## src/rtl/zyz_euler_to_rotation_matrix_defines.svh

```systemverilog
// assertion macros for the euler to rotation matrix block
`ifndef ZYZ_EULER_TO_ROTATION_MATRIX_DEFINES_SVH
`define ZYZ_EULER_TO_ROTATION_MATRIX_DEFINES_SVH

`ifndef ASSERT_OFF
`define ZYZ_ASSERT_IMP(label, ante, cons) \
   label: assert property (@(posedge clock) disable iff (reset) (ante) |-> (cons)) \
      else $error("zyz assertion failed");
`define ZYZ_ASSERT_NXT(label, ante, cons) \
   label: assert property (@(posedge clock) disable iff (reset) (ante) |=> (cons)) \
      else $error("zyz assertion failed");
`else
`define ZYZ_ASSERT_IMP(label, ante, cons)
`define ZYZ_ASSERT_NXT(label, ante, cons)
`endif

`endif

```

## src/rtl/zyz_pkg.sv

```systemverilog
package zyz_pkg;

   typedef logic signed [31:0] trig_type;

   typedef enum logic [1:0] {
      QUAD_I,
      QUAD_II,
      QUAD_III,
      QUAD_IV
   } quadrant_type;

   typedef struct packed {
      logic         swap;
      quadrant_type quad;
   } octant_type;

   typedef struct packed {
      trig_type sa;
      trig_type ca;
      trig_type sb;
      trig_type cb;
      trig_type sg;
      trig_type cg;
   } trig_set_type;

   localparam logic [30:0] Q30_ONE    = 31'h4000_0000;
   localparam logic [29:0] OCTANT_MAX = 30'h2000_0000;
   localparam logic [31:0] TWO_PI_Q29 = 32'd3373259426;

   // horner divisors, sine lane then cosine lane
   localparam logic [6:0] HORNER_DIV [2][4] = '{
      '{7'd72, 7'd42, 7'd20, 7'd6},
      '{7'd56, 7'd30, 7'd12, 7'd2}
   };

   localparam logic [29:0] HORNER_RECIP [2][4] = '{
      '{30'((1 << 30) / 72), 30'((1 << 30) / 42), 30'((1 << 30) / 20), 30'((1 << 30) / 6)},
      '{30'((1 << 30) / 56), 30'((1 << 30) / 30), 30'((1 << 30) / 12), 30'((1 << 30) / 2)}
   };

   function automatic logic [30:0] umul_q30(input logic [30:0] a, input logic [30:0] b);
      logic [61:0] prod;
      prod = a * b;
      return prod[60:30];
   endfunction

   // quotient estimate, low by at most one
   function automatic logic [30:0] quot_est(input logic [30:0] v, input logic [29:0] m);
      logic [60:0] prod;
      prod = v * m;
      return prod[60:30];
   endfunction

   function automatic logic [30:0] quot_fix(input logic [30:0] v, input logic [30:0] qe,
                                            input logic [6:0] d);
      logic [37:0] qd;
      logic [30:0] r;
      qd = qe * d;
      r  = v - qd[30:0];
      return (r >= {24'd0, d}) ? qe + 31'd1 : qe;
   endfunction

endpackage

```

## src/rtl/zyz_mulq.sv

```systemverilog
module zyz_mulq (
   input  logic              clock,
   input  logic              enable,
   input  zyz_pkg::trig_type a,
   input  zyz_pkg::trig_type b,
   output zyz_pkg::trig_type prod
);
   import zyz_pkg::*;

   localparam logic [61:0] ROUND_HALF = 62'h2000_0000;

   logic [31:0] ua;
   logic [31:0] ub;
   logic [61:0] prod_in;
   logic [61:0] rnd;
   logic [61:0] prod_ff;
   logic        neg_ff;
   trig_type    out_ff;

   assign ua      = a[31] ? 32'(-a) : 32'(a);
   assign ub      = b[31] ? 32'(-b) : 32'(b);
   assign prod_in = ua[30:0] * ub[30:0];
   assign rnd     = prod_ff + ROUND_HALF;

   always_ff @(posedge clock) begin
      if (enable) begin
         prod_ff <= prod_in;
         neg_ff  <= a[31] ^ b[31];
         out_ff  <= neg_ff ? -trig_type'(rnd[61:30]) : trig_type'(rnd[61:30]);
      end
   end

   assign prod = out_ff;

endmodule

```

## config.mk

```make
export PLATFORM = sky130hd
export DESIGN_NAME = zyz_mulq
export DESIGN_NICKNAME = d
export VERILOG_FILES = /design/src/rtl/zyz_euler_to_rotation_matrix_defines.svh /design/src/rtl/zyz_pkg.sv /design/src/rtl/zyz_mulq.sv
export SDC_FILE = /design/constraint.sdc
export NUM_CORES = 2
export LEC_CHECK = 0
export ABC_AREA = 1
export BUFFER_PORTS_ARGS = -buffer_cell sky130_fd_sc_hd__buf_2
export CAP_MARGIN = 20
export CORE_UTILIZATION = 40
export CTS_CLUSTER_DIAMETER = 40
export DETAILED_ROUTE_END_ITERATION = 8
export GPL_TIMING_DRIVEN = 0
export PLACE_DENSITY = 0.57
export SYNTH_ARGS = -nofsm -noshare
export SYNTH_HDL_FRONTEND = slang
export SYNTH_SLANG_ARGS = --single-unit
export TNS_END_PERCENT = 30
```

## constraint.sdc

```tcl
create_clock -name clock -period 21.9 [get_ports clock]
set_input_delay 3.285 -clock clock [delete_from_list [all_inputs] [get_ports clock]]
set_output_delay 3.285 -clock clock [all_outputs]
set_load 0.05 [all_outputs]
```

==> reports/results.txt <==
The share of the synthesized area in the top cell type is 0.447. The number of buffers and inverters on the critical path was 9; the width of the die was 308 microns. For the count of cell types in the netlist, the log shows 48.

Final wirelength: 143,000 microns. Yosys printed 0 warnings. The filler cells instantiated in the layout total 9,871. The total overflow left after global routing is 0. Data on the critical path is required at its endpoint by 21.95 ns. The die covers 0.0948 sq mm. The setup TNS came out at 0 ns. Among all cell types in the netlist, the one instantiated most often is inv_1. For the number of iterations in the first detailed-routing pass, the log shows 6. TritonCTS built the clock tree.

The tools report the final weighted congestion in routability-driven placement as 1.00. The clock edge transition at the registers on the reported setup and hold paths was 0.06 ns; the non-filler instance count after layout was 6,266. The part of the cycle the worst path needs is 0.648. The worst path needs 14.20 ns of the cycle, external delays included.

The fraction of registers with async set/reset works out to 0. In the post-synthesis netlist, the biggest area contributors are fa_1 (45%), inv_1 (12%), nand2_1 (12%). The remaining antenna violation count after routing was 0. The number of vias in the routed layout was 32,700; the largest fanout of any net on the critical path was 10. The count of mapped cells out of synthesis came out at 4,905. After detailed routing, the number of remaining DRC violations is 0. The most used flip-flop cell after synthesis is edfxtp_1. The run gives 9 as the number of buffers added by the clock tree synthesis step. For this design, the CTS-stage hold fixing added 0 buffers.

Data on the critical path arrives at its endpoint at 14.26 ns. Measured along the y axis, the die boundary spans 308 microns. The post-synthesis cell area is 0.0374 sq mm, and the transition time of the tightest slew-check pin is 1.26 ns. After detailed routing, the average wire length per cell comes to 22.9 microns.

The number of placed instances, taps included, is 6,248. The cell occurring most often along the worst timing path was fa_1. The cell family with the largest share of critical-path delay is adder cells. Clock net sink count: 66. Summed over all nets, the half-perimeter wirelength after detailed placement is 125,000 microns.

Across the run, the number of max-cap violations was 0. Between clock sinks in the finished design, the worst skew comes to 0.00995 ns. The biggest area contributor in the post-synthesis netlist is fa_1.

Share of post-route cells with drive strength above 1: 0.0570. Number of synthesized flops with an enable pin: 66. The synthesized design contains 66 register bits. The tools report the buffer depth of the longest clock path as 2. Counting instances in the post-synthesis netlist gives the leading cell types as inv_1 (1,237), nand2_1 (1,148), fa_1 (836). The max-slew violation count is 0. The final layout contains 6,175 nets. Row generation in the floorplan step produced 111 rows. Setup violations remaining at the end of the flow were counted as 0. For the total of cells resized after clock tree synthesis, the log shows 0. The final hold violation count is 0.

The tools report the nature of the critical path endpoint as a register. In this run the tool buffered the top-level ports with 95 buffer cells. After detailed routing, the number of vias per cell comes to 5.21.

Starting utilization of the core area: 0.406. Pin placement for this block handled 98 I/O pins. CTS placed an instance of clkbuf_16 at the clock tree root.

Worst max-slew margin expressed relative to the limit: 0.155. The number of global-route vias before repair came out at 34,100. The critical path in this run is classified as in2reg.

Global-route wire length before repair: 216,000 microns. The flow ran to the end, and the final reports show no timing, DRC or antenna violations. Share of the yosys chip area belonging to registers: 0.0529. Static timing analysis puts the maximum clock frequency at 70.4 MHz.

Critical path startpoint category: an input pin. The logs give 4 for the initial antenna violation count and 0.0922 sq mm for the area of the core. Once the clock tree was built, the setup fixing pass inserted 0 buffers. The number of nets in the synthesized netlist is 6,063. The largest stage delay on the critical path was 0.96 ns; the synthesized area per cell was 7.63 sq um.

Entering global routing, the biggest net connects 43 pins. At the later pin of the worst-skew pair, clock insertion delay measures 0.33 ns. The slowest stage of the critical path is the clkinv_1 cell. Setup repair after global routing left no endpoint under its margin. The relative area change from synthesis to final layout was 6.48%; the depth of the CTS H-tree was 3. The run gives 2,815 as the violation count after the first detailed-route iteration. Path class of the lowest-slack min-delay path: reg2reg.

For the overall fraction of global-route tracks in use, the log shows 0.313.
==> metal layers <==
metal	up-vias	share of wire	GRT usage
li1	14400	-	-
met4	8	0.054	0.140
met5	-	0.00037	0
met2	1581	0.44	0.487
met3	327	0.098	0.0697
met1	16400	0.41	0.415
==> metrics by stage <==
stage | area, sq um | setup slack (ns) | hold WS, ns | util
floorplan | 37400 | 10.99 | 0.583 | -
global placement | 39500 | 7.69 | 0.647 | 0.428
detailed placement | 39600 | 7.80 | 0.662 | 0.429
CTS | 39900 | 8.16 | 0.682 | 0.432
global route | 39900 | 7.53 | 0.715 | 0.432
finish | 39900 | 7.70 | 0.683 | 0.432
==> cells by family after synthesis <==
family | count (synthesis) | synth area share
AOI/OAI and AO/OA | 222 | 0.0332
DFF | 66 | 0.0529
xor gates and xnor gates | 63 | 0.0153
adders and majority gates | 1092 | 0.532
and+or+nand+nor | 2033 | 0.219
buffers and inverters | 1429 | 0.147
==> cell usage in the layout, fill, tap and decap left out, types with 66 or more instances in the layout <==
cell | netlist | layout
nor2_1 | 620 | 620
inv_1 | 1237 | 1237
buf_2 | 74 | 169
ha_1 | 256 | 256
clkbuf_1 | 73 | 75
nand3_1 | 133 | 133
fa_1 | 836 | 836
o21ai_0 | 72 | 72
edfxtp_1 | 66 | 66
nand2_1 | 1148 | 1148
a21oi_1 | 78 | 78
==> final cells by class <==
cell class / instances / area [sq um] / area share
tap: 1243 / 1560 / 0.0390
buffer: 160 / 727 / 0.0182
clock inverter: 4 / 67.6 / 0.00169
clock buffer: 11 / 233 / 0.00584
timing repair buffer: 101 / 548 / 0.0137
inverter: 1269 / 4760 / 0.119
sequential: 66 / 1980 / 0.0497
antenna: 2 / 5.00 / 0.000126
multi-input combinational: 3410 / 30000 / 0.752
==> registers in the layout, summed over array words and instances (netlist names) <==
name / cells
prod_ff: 33
neg_ff: 1
prod: 32
==> final timing paths <==
kind / cells past startpoint / start / slack, ns / to
worst max-delay path: 33 / a[0] / 7.70 / prod_ff[45]
worst min-delay path: 1 / prod_ff[30] / 0.68 / prod[0]
worst max register to register: 14 / prod_ff[29] / 19.26 / prod[18]
worst min register to register: 1 / prod_ff[30] / 0.68 / prod[0]
Power is left out: the tool's default activity adds up to more than one toggle a clock period on the data nets, which glitch-free logic cannot reach.
